## src/hw/rtl/twc_pkg.sv

```systemverilog
// ----------------------------------------------------------------------------
// twc_pkg: shared types and constants of the thresholded window centroid
// Holds the fixed field widths, the register map and the register reset values.
// ----------------------------------------------------------------------------
package twc_pkg;

	// Fixed field and state widths.
	localparam int PIX_W   = 8;
	localparam int FRAC_W  = 8;
	localparam int SUM_W   = 24;
	localparam int CNT_W   = 12;
	localparam int STEP_W  = 6;
	localparam int DIM_W   = 13;
	localparam int CFG_W   = 13;
	localparam int INDEX_W = 2;

	// Register indexes of the configuration port.
	typedef enum logic [INDEX_W-1:0] {
		REG_BRIGHT_THRESHOLD = 2'd0,
		REG_WINDOW_SIZE      = 2'd1,
		REG_IMAGE_WIDTH      = 2'd2,
		REG_IMAGE_HEIGHT     = 2'd3
	} reg_index_t;

	// Register reset values.
	localparam logic [PIX_W-1:0]  THRESHOLD_RST = 8'd250;
	localparam logic [STEP_W-1:0] WINDOW_RST    = 6'd5;
	localparam logic [DIM_W-1:0]  WIDTH_RST     = 13'd640;
	localparam logic [DIM_W-1:0]  HEIGHT_RST    = 13'd480;

	// Current register contents as seen by the front part.
	typedef struct packed {
		logic [PIX_W-1:0]  bright_threshold;
		logic [STEP_W-1:0] window_size;
		logic [DIM_W-1:0]  image_width;
		logic [DIM_W-1:0]  image_height;
	} cfg_t;

endpackage

```

## src/hw/rtl/twc_front.sv

```systemverilog
// ----------------------------------------------------------------------------
// twc_front: pixel accumulator
// Takes one window pixel per cycle while in_accept is high, sums the positions of bright pixels and,
// on the last pixel, hands a finished window job to the queue.
// ----------------------------------------------------------------------------
module twc_front #(
	parameter int MAX_WINDOW = 63,
	parameter int COORD_BITS = 12,
	localparam int JOB_W = 1 + twc_pkg::CNT_W + 2 * twc_pkg::SUM_W + 2 * COORD_BITS
) (
	input  logic                         clk,
	input  logic                         arst_n,
	input  twc_pkg::cfg_t                cfg,
	input  logic                         in_accept,
	input  logic [twc_pkg::PIX_W-1:0]    in_pixel,
	input  logic [COORD_BITS-1:0]        in_center_x,
	input  logic [COORD_BITS-1:0]        in_center_y,
	input  logic                         in_last,
	output logic                         job_push,
	output logic [JOB_W-1:0]             job_data
);

	localparam int SUM_W  = twc_pkg::SUM_W;
	localparam int CNT_W  = twc_pkg::CNT_W;
	localparam int STEP_W = twc_pkg::STEP_W;
	localparam int CMP_W  = (COORD_BITS > twc_pkg::DIM_W) ? COORD_BITS : twc_pkg::DIM_W;

	logic [SUM_W-1:0]          col_sum_q, row_sum_q;
	logic [CNT_W-1:0]          cnt_q;
	logic [STEP_W-1:0]         col_step_q, row_step_q;

	logic [STEP_W-1:0]         side;
	logic [STEP_W-2:0]         half;
	logic signed [COORD_BITS:0] fx, fy;
	logic [SUM_W-1:0]          fx_ext, fy_ext;
	logic [SUM_W-1:0]          col_sum_nx, row_sum_nx;
	logic [CNT_W-1:0]          cnt_nx;
	logic                      bright;
	logic                      row_wrap;
	logic                      outside;

	// Effective window side, half side and window start of this pixel.
	always_comb begin
		if (cfg.window_size == '0) begin
			side = STEP_W'(1);
		end else if (cfg.window_size > STEP_W'(MAX_WINDOW)) begin
			side = STEP_W'(MAX_WINDOW);
		end else begin
			side = cfg.window_size;
		end
		half = (STEP_W - 1)'((side - STEP_W'(1)) >> 1);
		fx = (COORD_BITS + 1)'(in_center_x) - (COORD_BITS + 1)'(half);
		fy = (COORD_BITS + 1)'(in_center_y) - (COORD_BITS + 1)'(half);
		fx_ext = {{(SUM_W - COORD_BITS - 1){fx[COORD_BITS]}}, fx};
		fy_ext = {{(SUM_W - COORD_BITS - 1){fy[COORD_BITS]}}, fy};
	end

	// Running sums with this pixel folded in.
	always_comb begin
		bright = in_pixel > cfg.bright_threshold;
		col_sum_nx = col_sum_q;
		row_sum_nx = row_sum_q;
		cnt_nx = cnt_q;
		if (bright) begin
			col_sum_nx = col_sum_q + fx_ext + SUM_W'(col_step_q);
			row_sum_nx = row_sum_q + fy_ext + SUM_W'(row_step_q);
			cnt_nx = cnt_q + CNT_W'(1);
		end
		row_wrap = ({1'b0, col_step_q} + (STEP_W + 1)'(1)) >= {1'b0, side};
	end

	// Start check against the image bounds.
	always_comb begin
		outside = fx[COORD_BITS] || fy[COORD_BITS]
			|| (CMP_W'(fx[COORD_BITS-1:0]) > CMP_W'(cfg.image_width))
			|| (CMP_W'(fy[COORD_BITS-1:0]) > CMP_W'(cfg.image_height));
	end

	assign job_push = in_accept && in_last;
	assign job_data = {!outside && (cnt_nx != '0), cnt_nx, col_sum_nx, row_sum_nx,
		in_center_x, in_center_y};

	// Accumulators and window position; cleared when a window closes.
	always_ff @(posedge clk or negedge arst_n) begin
		if (!arst_n) begin
			col_sum_q  <= '0;
			row_sum_q  <= '0;
			cnt_q      <= '0;
			col_step_q <= '0;
			row_step_q <= '0;
		end else if (in_accept) begin
			if (in_last) begin
				col_sum_q  <= '0;
				row_sum_q  <= '0;
				cnt_q      <= '0;
				col_step_q <= '0;
				row_step_q <= '0;
			end else begin
				col_sum_q <= col_sum_nx;
				row_sum_q <= row_sum_nx;
				cnt_q     <= cnt_nx;
				if (row_wrap) begin
					col_step_q <= '0;
					row_step_q <= row_step_q + STEP_W'(1);
				end else begin
					col_step_q <= col_step_q + STEP_W'(1);
				end
			end
		end
	end

endmodule

```

## src/hw/rtl/twc_queue.sv

```systemverilog
// ----------------------------------------------------------------------------
// twc_queue: short job queue
// A small first-in first-out buffer of finished windows between the
// accumulator and the divider.
// ----------------------------------------------------------------------------
module twc_queue #(
	parameter int WIDTH = 8,
	parameter int DEPTH = 2
) (
	input  logic             clk,
	input  logic             arst_n,
	input  logic             push,
	input  logic [WIDTH-1:0] push_data,
	input  logic             pop,
	output logic [WIDTH-1:0] head,
	output logic             empty,
	output logic             full
);

	localparam int PTR_W = (DEPTH > 1) ? $clog2(DEPTH) : 1;
	localparam int CNT_W = $clog2(DEPTH + 1);

	logic [WIDTH-1:0] slot_q [DEPTH];
	logic [PTR_W-1:0] wr_ptr_q, rd_ptr_q;
	logic [CNT_W-1:0] fill_q;

	assign empty = fill_q == '0;
	assign full  = fill_q == CNT_W'(DEPTH);
	assign head  = slot_q[rd_ptr_q];

	// Storage.
	always_ff @(posedge clk) begin
		if (push) begin
			slot_q[wr_ptr_q] <= push_data;
		end
	end

	// Pointers and fill level.
	always_ff @(posedge clk or negedge arst_n) begin
		if (!arst_n) begin
			wr_ptr_q <= '0;
			rd_ptr_q <= '0;
			fill_q   <= '0;
		end else begin
			if (push) begin
				wr_ptr_q <= (wr_ptr_q == PTR_W'(DEPTH - 1)) ? '0 : wr_ptr_q + PTR_W'(1);
			end
			if (pop) begin
				rd_ptr_q <= (rd_ptr_q == PTR_W'(DEPTH - 1)) ? '0 : rd_ptr_q + PTR_W'(1);
			end
			if (push && !pop) begin
				fill_q <= fill_q + CNT_W'(1);
			end else if (pop && !push) begin
				fill_q <= fill_q - CNT_W'(1);
			end
		end
	end

endmodule

```

## src/hw/rtl/twc_back.sv

```systemverilog
// ----------------------------------------------------------------------------
// twc_back: centroid divider
// Takes window jobs from the queue, divides both sums by the bright count with
// a radix-2 restoring divider and holds the result word for the output port.
// ----------------------------------------------------------------------------
module twc_back #(
	parameter int COORD_BITS = 12,
	localparam int JOB_W = 1 + twc_pkg::CNT_W + 2 * twc_pkg::SUM_W + 2 * COORD_BITS,
	localparam int OUT_W = COORD_BITS + twc_pkg::FRAC_W
) (
	input  logic             clk,
	input  logic             arst_n,
	input  logic             job_valid,
	input  logic [JOB_W-1:0] job_data,
	output logic             job_pop,
	output logic             out_valid,
	input  logic             out_ready,
	output logic             out_found,
	output logic [OUT_W-1:0] out_x,
	output logic [OUT_W-1:0] out_y
);

	localparam int SUM_W  = twc_pkg::SUM_W;
	localparam int CNT_W  = twc_pkg::CNT_W;
	localparam int FRAC_W = twc_pkg::FRAC_W;
	localparam int DVD_W  = SUM_W + FRAC_W;
	localparam int ITER_W = $clog2(DVD_W);

	typedef enum logic [1:0] {
		ST_IDLE,
		ST_DIV,
		ST_DONE
	} state_t;

	typedef struct packed {
		logic [CNT_W-1:0] rem;
		logic [DVD_W-1:0] dvd;
	} div_t;

	state_t            state_q;
	logic [ITER_W-1:0] iter_q;
	logic [CNT_W-1:0]  divisor_q;
	div_t              div_x_q, div_y_q;
	logic              found_q;
	logic [OUT_W-1:0]  res_x_q, res_y_q;
	logic              out_valid_q, out_found_q;
	logic [OUT_W-1:0]  out_x_q, out_y_q;

	logic              job_ok;
	logic [CNT_W-1:0]  job_cnt;
	logic [SUM_W-1:0]  job_col_sum, job_row_sum;
	logic [COORD_BITS-1:0] job_cx, job_cy;
	div_t              div_x_nx, div_y_nx;
	logic              out_load;

	// One restoring step: bring in the next dividend bit, subtract if it fits.
	function automatic div_t div_step(input div_t cur, input logic [CNT_W-1:0] divisor);
		div_t             nxt;
		logic [CNT_W:0]   trial;
		logic             fits;
		trial = {cur.rem, cur.dvd[DVD_W-1]};
		fits = trial >= {1'b0, divisor};
		nxt.rem = fits ? CNT_W'(trial - {1'b0, divisor}) : trial[CNT_W-1:0];
		nxt.dvd = {cur.dvd[DVD_W-2:0], fits};
		return nxt;
	endfunction

	// Quotient clipped to the output range.
	function automatic logic [OUT_W-1:0] saturate(input logic [DVD_W-1:0] quot);
		return ((quot >> OUT_W) != '0) ? '1 : quot[OUT_W-1:0];
	endfunction

	assign {job_ok, job_cnt, job_col_sum, job_row_sum, job_cx, job_cy} = job_data;

	always_comb begin
		div_x_nx = div_step(div_x_q, divisor_q);
		div_y_nx = div_step(div_y_q, divisor_q);
	end

	// A finished result moves to the output word once that word is free or leaving.
	assign out_load  = (state_q == ST_DONE) && (!out_valid_q || out_ready);

	assign job_pop   = (state_q == ST_IDLE) && job_valid;
	assign out_valid = out_valid_q;
	assign out_found = out_found_q;
	assign out_x     = out_x_q;
	assign out_y     = out_y_q;

	// Sequencer, divider registers and output word.
	always_ff @(posedge clk or negedge arst_n) begin
		if (!arst_n) begin
			state_q     <= ST_IDLE;
			iter_q      <= '0;
			divisor_q   <= '0;
			div_x_q     <= '0;
			div_y_q     <= '0;
			found_q     <= 1'b0;
			res_x_q     <= '0;
			res_y_q     <= '0;
			out_valid_q <= 1'b0;
			out_found_q <= 1'b0;
			out_x_q     <= '0;
			out_y_q     <= '0;
		end else begin
			if (out_load) begin
				out_valid_q <= 1'b1;
			end else if (out_ready) begin
				out_valid_q <= 1'b0;
			end
			case (state_q)
				ST_IDLE: begin
					if (job_valid) begin
						found_q   <= job_ok;
						divisor_q <= job_cnt;
						div_x_q   <= '{rem: '0, dvd: {job_col_sum, FRAC_W'(0)}};
						div_y_q   <= '{rem: '0, dvd: {job_row_sum, FRAC_W'(0)}};
						res_x_q   <= {job_cx, FRAC_W'(0)};
						res_y_q   <= {job_cy, FRAC_W'(0)};
						iter_q    <= ITER_W'(DVD_W - 1);
						state_q   <= job_ok ? ST_DIV : ST_DONE;
					end
				end
				ST_DIV: begin
					div_x_q <= div_x_nx;
					div_y_q <= div_y_nx;
					if (iter_q == '0) begin
						res_x_q <= saturate(div_x_nx.dvd);
						res_y_q <= saturate(div_y_nx.dvd);
						state_q <= ST_DONE;
					end else begin
						iter_q <= iter_q - ITER_W'(1);
					end
				end
				ST_DONE: begin
					if (out_load) begin
						out_found_q <= found_q;
						out_x_q     <= res_x_q;
						out_y_q     <= res_y_q;
						state_q     <= ST_IDLE;
					end
				end
				default: begin
					state_q <= ST_IDLE;
				end
			endcase
		end
	end

endmodule

```

## src/hw/rtl/thresholded_window_centroid.sv

```systemverilog
// Path: last pixel, job queue, divider states IDLE, DIV (skipped when no pixel is
//   bright or the window starts outside the image), DONE, then the output word.
// Throughput: one pixel per cycle; the 32-step divider takes one window at a time,
//   and a two-entry window queue stalls input only when it is full.
// Reset: arst_n clears the accumulators, the queue and the output, and loads the
//   register defaults (threshold 250, side 5, image 640 by 480).
// ----------------------------------------------------------------------------
// thresholded_window_centroid: centroid of bright pixels in a square window
// Accumulates bright pixel positions per window and divides them by the
// bright count to give the centroid in 8-bit fixed-point fraction.
// ----------------------------------------------------------------------------
module thresholded_window_centroid #(
	parameter int MAX_WINDOW = 63,
	parameter int COORD_BITS = 12,
	localparam int IN_TDATA_W  = ((twc_pkg::PIX_W + 2 * COORD_BITS + 7) / 8) * 8,
	localparam int OUT_W       = COORD_BITS + twc_pkg::FRAC_W,
	localparam int OUT_TDATA_W = ((2 * OUT_W + 7) / 8) * 8
) (
	input  logic                        clk,
	input  logic                        arst_n,
	// Configuration write channel.
	input  logic                        cfg_valid,
	output logic                        cfg_ready,
	input  logic [twc_pkg::INDEX_W-1:0] cfg_index,
	input  logic [twc_pkg::CFG_W-1:0]   cfg_data,
	// Pixel input: tdata = pixel, center_x, center_y (from bit 0 up).
	input  logic                        s_axis_tvalid,
	output logic                        s_axis_tready,
	input  logic [IN_TDATA_W-1:0]       s_axis_tdata,
	input  logic                        s_axis_tlast,
	// Result output: tdata = centroid_x, centroid_y (from bit 0 up); tuser = found.
	output logic                        m_axis_tvalid,
	input  logic                        m_axis_tready,
	output logic [OUT_TDATA_W-1:0]      m_axis_tdata,
	output logic                        m_axis_tuser
);

	localparam int PIX_W = twc_pkg::PIX_W;
	localparam int JOB_W = 1 + twc_pkg::CNT_W + 2 * twc_pkg::SUM_W + 2 * COORD_BITS;

	twc_pkg::cfg_t    cfg_q;
	logic             in_accept;
	logic             q_push, q_pop, q_empty, q_full;
	logic [JOB_W-1:0] q_in, q_head;
	logic [OUT_W-1:0] res_x, res_y;

	// Configuration registers.
	assign cfg_ready = 1'b1;

	always_ff @(posedge clk or negedge arst_n) begin
		if (!arst_n) begin
			cfg_q.bright_threshold <= twc_pkg::THRESHOLD_RST;
			cfg_q.window_size      <= twc_pkg::WINDOW_RST;
			cfg_q.image_width      <= twc_pkg::WIDTH_RST;
			cfg_q.image_height     <= twc_pkg::HEIGHT_RST;
		end else if (cfg_valid) begin
			case (twc_pkg::reg_index_t'(cfg_index))
				twc_pkg::REG_BRIGHT_THRESHOLD: begin
					cfg_q.bright_threshold <= cfg_data[twc_pkg::PIX_W-1:0];
				end
				twc_pkg::REG_WINDOW_SIZE: begin
					cfg_q.window_size <= cfg_data[twc_pkg::STEP_W-1:0];
				end
				twc_pkg::REG_IMAGE_WIDTH: begin
					cfg_q.image_width <= cfg_data[twc_pkg::DIM_W-1:0];
				end
				twc_pkg::REG_IMAGE_HEIGHT: begin
					cfg_q.image_height <= cfg_data[twc_pkg::DIM_W-1:0];
				end
				default: begin
				end
			endcase
		end
	end

	// Input is held off while the job queue has no room.
	assign s_axis_tready = !q_full;
	assign in_accept     = s_axis_tvalid && s_axis_tready;

	twc_front #(
		.MAX_WINDOW (MAX_WINDOW),
		.COORD_BITS (COORD_BITS)
	) u_front (
		.clk         (clk),
		.arst_n      (arst_n),
		.cfg         (cfg_q),
		.in_accept   (in_accept),
		.in_pixel    (s_axis_tdata[PIX_W-1:0]),
		.in_center_x (s_axis_tdata[PIX_W+COORD_BITS-1:PIX_W]),
		.in_center_y (s_axis_tdata[PIX_W+2*COORD_BITS-1:PIX_W+COORD_BITS]),
		.in_last     (s_axis_tlast),
		.job_push    (q_push),
		.job_data    (q_in)
	);

	twc_queue #(
		.WIDTH (JOB_W),
		.DEPTH (2)
	) u_queue (
		.clk       (clk),
		.arst_n    (arst_n),
		.push      (q_push),
		.push_data (q_in),
		.pop       (q_pop),
		.head      (q_head),
		.empty     (q_empty),
		.full      (q_full)
	);

	twc_back #(
		.COORD_BITS (COORD_BITS)
	) u_back (
		.clk       (clk),
		.arst_n    (arst_n),
		.job_valid (!q_empty),
		.job_data  (q_head),
		.job_pop   (q_pop),
		.out_valid (m_axis_tvalid),
		.out_ready (m_axis_tready),
		.out_found (m_axis_tuser),
		.out_x     (res_x),
		.out_y     (res_y)
	);

	assign m_axis_tdata = OUT_TDATA_W'({res_y, res_x});

`ifndef SYNTHESIS
	// A window is never closed into a full queue.
	a_no_overflow: assert property (@(posedge clk) disable iff (!arst_n)
		!(q_push && q_full))
		else $error("window job pushed into a full queue");

	// The divider only takes a job that is there.
	a_no_underflow: assert property (@(posedge clk) disable iff (!arst_n)
		q_pop |-> !q_empty)
		else $error("job taken from an empty queue");

	// A closed window is waiting in the queue on the next cycle.
	a_job_queued: assert property (@(posedge clk) disable iff (!arst_n)
		(in_accept && s_axis_tlast) |=> !q_empty)
		else $error("closed window missing from the queue");
`endif

endmodule
```

## config.mk

```make
export PLATFORM = sky130hd
export DESIGN_NAME = thresholded_window_centroid
export DESIGN_NICKNAME = d
export VERILOG_FILES = /design/src/hw/rtl/twc_pkg.sv /design/src/hw/rtl/twc_front.sv /design/src/hw/rtl/twc_queue.sv /design/src/hw/rtl/twc_back.sv /design/src/hw/rtl/thresholded_window_centroid.sv
export SDC_FILE = /design/constraint.sdc
export NUM_CORES = 1
export LEC_CHECK = 0
export BUFFER_PORTS_ARGS = -buffer_cell sky130_fd_sc_hd__buf_2
export CAP_MARGIN = 20
export CORE_ASPECT_RATIO = 0.9
export CORE_MARGIN = 3
export CORE_UTILIZATION = 43
export DETAILED_ROUTE_END_ITERATION = 10
export HOLD_SLACK_MARGIN = 0.12
export SYNTH_ARGS = -nofsm -noshare
export SYNTH_HDL_FRONTEND = slang
export SYNTH_HIERARCHICAL = 1
export SYNTH_SLANG_ARGS = --single-unit
```

## constraint.sdc

```tcl
create_clock -name clk -period 6.3 [get_ports clk]
set_clock_uncertainty 0.1 [all_clocks]
set_input_delay 0.63 -clock clk [delete_from_list [all_inputs] [get_ports clk]]
set_output_delay 0.63 -clock clk [all_outputs]
set_load 0.05 [all_outputs]
```

==> metrics.csv <==
metric,value,unit
CP Max Fanout,5,
CTS tree,yes,
status,completed,
die height,241,um
number of synthesized flops with an enable pin,170,
register bit count reported by yosys,476,
maximum vdd drop,0.227,mV
dpl ws,0.214,ns
Slew Limit Fails,0,
Maximum Capacitance Violations,0,
Post-Syn Area,26400,um2
"commonest cells after routing, fill and taps aside","nand2_1, dfrtp_1, edfxtp_1",
Max Root-Sink Buffers,3,
Hold WC Path Type,primary input to register,
Root Driver,clkbuf_16,
Final period util,96.5,%
Most used DFF post-synth,dfrtp_1,
vias in the first global route,18500,
CTS H-tree depth,2,
DR pass1 iterations,5,
half-perimeter wire length after placement,46500,um
CP Buf/Inv Count,2,
Cells after Synth,2451,
GRT overflow,0,
async set-reset flop share out of synthesis,64.3,%
CP Data Required Time,6.52,ns
Final Hold Vio Count,0,
worst skew pair latency,0.62,ns
cell family with most CP delay,simple AND/OR/NAND/NOR gates,
via count,18900,
Synth cell types,91,
nets@finish,2745,
Routed Antenna Nets,0,
syn avg cell area,10.8,um2
"commonest non-fill, non-tap cell in the layout",nand2_1,
Final GP Congestion,0.933,
Total Die Area,64400,um2
Pleak,0.0132,uW
initial core utilization,43.7,%
Die Span X,267,um
io pins,97,
RSZ-0062 raised after global routing,yes,
Final WS setup,0.221,ns
initial antenna violation count,1,
# setup viols final,0,
CTS Buf Count,51,
pwr/cell area,473,nW/um2
fmax,164,MHz
Area Growth Syn to Fin,11.9,%
port buffer count,95,
Slew @ Worst Pin,1.15,ns
Reg area,12800,um2
"Arr. time, crit path",6.30,ns
drt total wl,67300,um
post-synthesis sequential area ratio,48.4,%
Setup CP Type,register to register,
fin crit period,6.08,ns
Syn Nets,2673,
YS warnings,6,
share of layout cells above drive strength 1,19.0,%
clock slew at reported path FFs,0.06,ns
detailed-route vias per instance,5.64,
core area,60300,um2
worst hold margin,0.162,ns
area of the multi-input gates,12600,um2
CP peak stage delay,0.55,ns
Fill cells,5455,
clk sinks,476,
CP max-delay cell,or4_4,
first-pass GRT wire length,105000,um
pin count of the biggest net entering global routing,128,
worst path cell trace,"or4_4, nor2_1, or2_2, inv_1, ha_1, xor2_1, buf_4, fa_1, maj3_1, o21a_1, a21oi_1, or3_1, nor2_1, xor2_1, ha_1, ha_2, nand2_1, o21ai_0, nand2_1, or3_1, and3_1, o21ai_0, a21oi_1, a211o_1",
GRT Util Overall,20.8,%
Slew HR,22.7,%
CP startpoint kind,register,
Crit. End Element,register,
DRC violations left,0,
DRT iter0 DRCs,1631,
post-detailed-route wirelength per cell,20.1,um
row cnt,85,
final cells by class:
cell class              count  share of cell area, %
diodes                      2                 0.0169
clock inverters            23                  0.991
multi-input cells        1721                   42.7
flip-flops and latches    476                   43.3
clock buffers              71                   4.95
well taps                 783                   3.32
inverters                 120                   1.53
repair buffers            153                   3.22
synthesized netlist by cell type (all sizes together), types with 4 or more instances:
cell	number	area, um2
nand3b	7	52.6
buf	67	479
mux2i	26	260
inv	119	447
or3	15	98.8
o31ai	27	203
nor2b	18	113
a22o	42	368
a2111oi	5	75.1
a211o	6	52.6
or4	11	90.1
nor4	15	93.8
a21oi	88	448
a31oi	54	338
nor2	143	547
nor4b	4	41.3
o21bai	9	67.6
nand3	89	450
dfstp	14	368
o21ai	130	658
xor2	31	272
a21o	40	300
o21a	21	158
nor3	54	280
a32oi	5	43.8
xnor2	64	568
a311o	6	60.1
nand4	11	68.8
nand2	310	1170
and3	24	150
dfrtp	292	7310
a311oi	4	35.0
a211oi	16	130
and2	7	43.8
edfxtp	170	5100
fa	18	360
maj3	5	50.1
ha	151	1890
nor3b	16	143
clkbuf	67	262
o211ai	17	143
mux2	178	2160
nand2b	17	106
o2111ai	4	35.0
stage by stage:
step	total power (uW)	TNS (ns)	utilization, %	cell area, um2	std cells
finish	14000	0	49.0	29500	3349
global route	14900	-0.0601	49.0	29500	3347
CTS	13900	0	48.7	29300	3343
detailed placement	10800	0	45.7	27600	3247
global placement	10600	0	45.7	27600	3247
floorplan	9160	0	-	26400	2451
worst paths after layout:
check	end	slack, ns	cells past startpoint	from
hold reg to reg	u_queue/fill_q[1]	0.38	1	u_queue/fill_q[1]
setup / recovery	u_queue/slot_q[0][71]	0.22	24	cfg_q[27]
min in group asynchronous	u_back/div_x_q[43]	0.44	2	arst_n
hold / removal	cfg_q[8]	0.16	2	cfg_data[8]
max in group asynchronous	u_front/row_sum_q[11]	4.34	3	arst_n
setup reg to reg	u_queue/slot_q[0][71]	0.22	24	cfg_q[27]
cell families (layout without fill, tap and decap cells):
family / count (synthesis) / count (layout) / share of synthesized area [%]
flops: 476 / 476 / 48.4
mux: 204 / 204 / 9.17
xor+xnor: 95 / 95 / 3.18
simple gates: 745 / 745 / 13.2
fa+ha+maj: 174 / 174 / 8.72
other cells: 1 / 3 / 0.0142
compound gates: 502 / 502 / 12.8
buf+inv: 254 / 367 / 4.52
metal layers:
layer / up-vias / share of wire (%) / wire length [um] / global-route usage [%]
li1: 8958 / - / - / -
met1: 9381 / 49 / 32800 / 30.7
met2: 458 / 44 / 29800 / 32.3
met3: 87 / 5.0 / 3380 / 3.20
met4: 0 / 2.0 / 1320 / 5.02
met5: - / 0 / 0 / 0
registers in the layout, indices dropped and copies added, names as in the netlist, 5 cells and up:
name and flops:
u_back/res_x_q 20, u_back/div_x_q 13, u_front/col_step_q 6, u_back/div_y_nx 31
cfg_q 40, u_front/row_sum_q 24, u_back/iter_q 5, u_back/res_y_q 20
u_front/row_step_q 6, u_front/cnt_q 12, u_back/div_x_nx 31, u_back/out_y 20
u_back/divisor_q 12, u_front/col_sum_q 24, u_back/div_y_q 13, u_queue/slot_q 170
u_back/out_x 20
power by group:
| group | switching, uW | internal (uW) | total (uW) |
|---|---|---|---|
| sequential | 593 | 4140 | 4740 |
| clock | 1310 | 1800 | 3110 |
| combinational | 3810 | 2300 | 6110 |
what timing repair did:
action	4_1_cts	5_1_grt
hold buffers	2	0
hold endpoints to repair	59	0
setup endpoints to repair	0	33
gates resized for setup	0	30
buffers inserted	0	4
No activity file was read; power rests on OpenSTA's default activity.
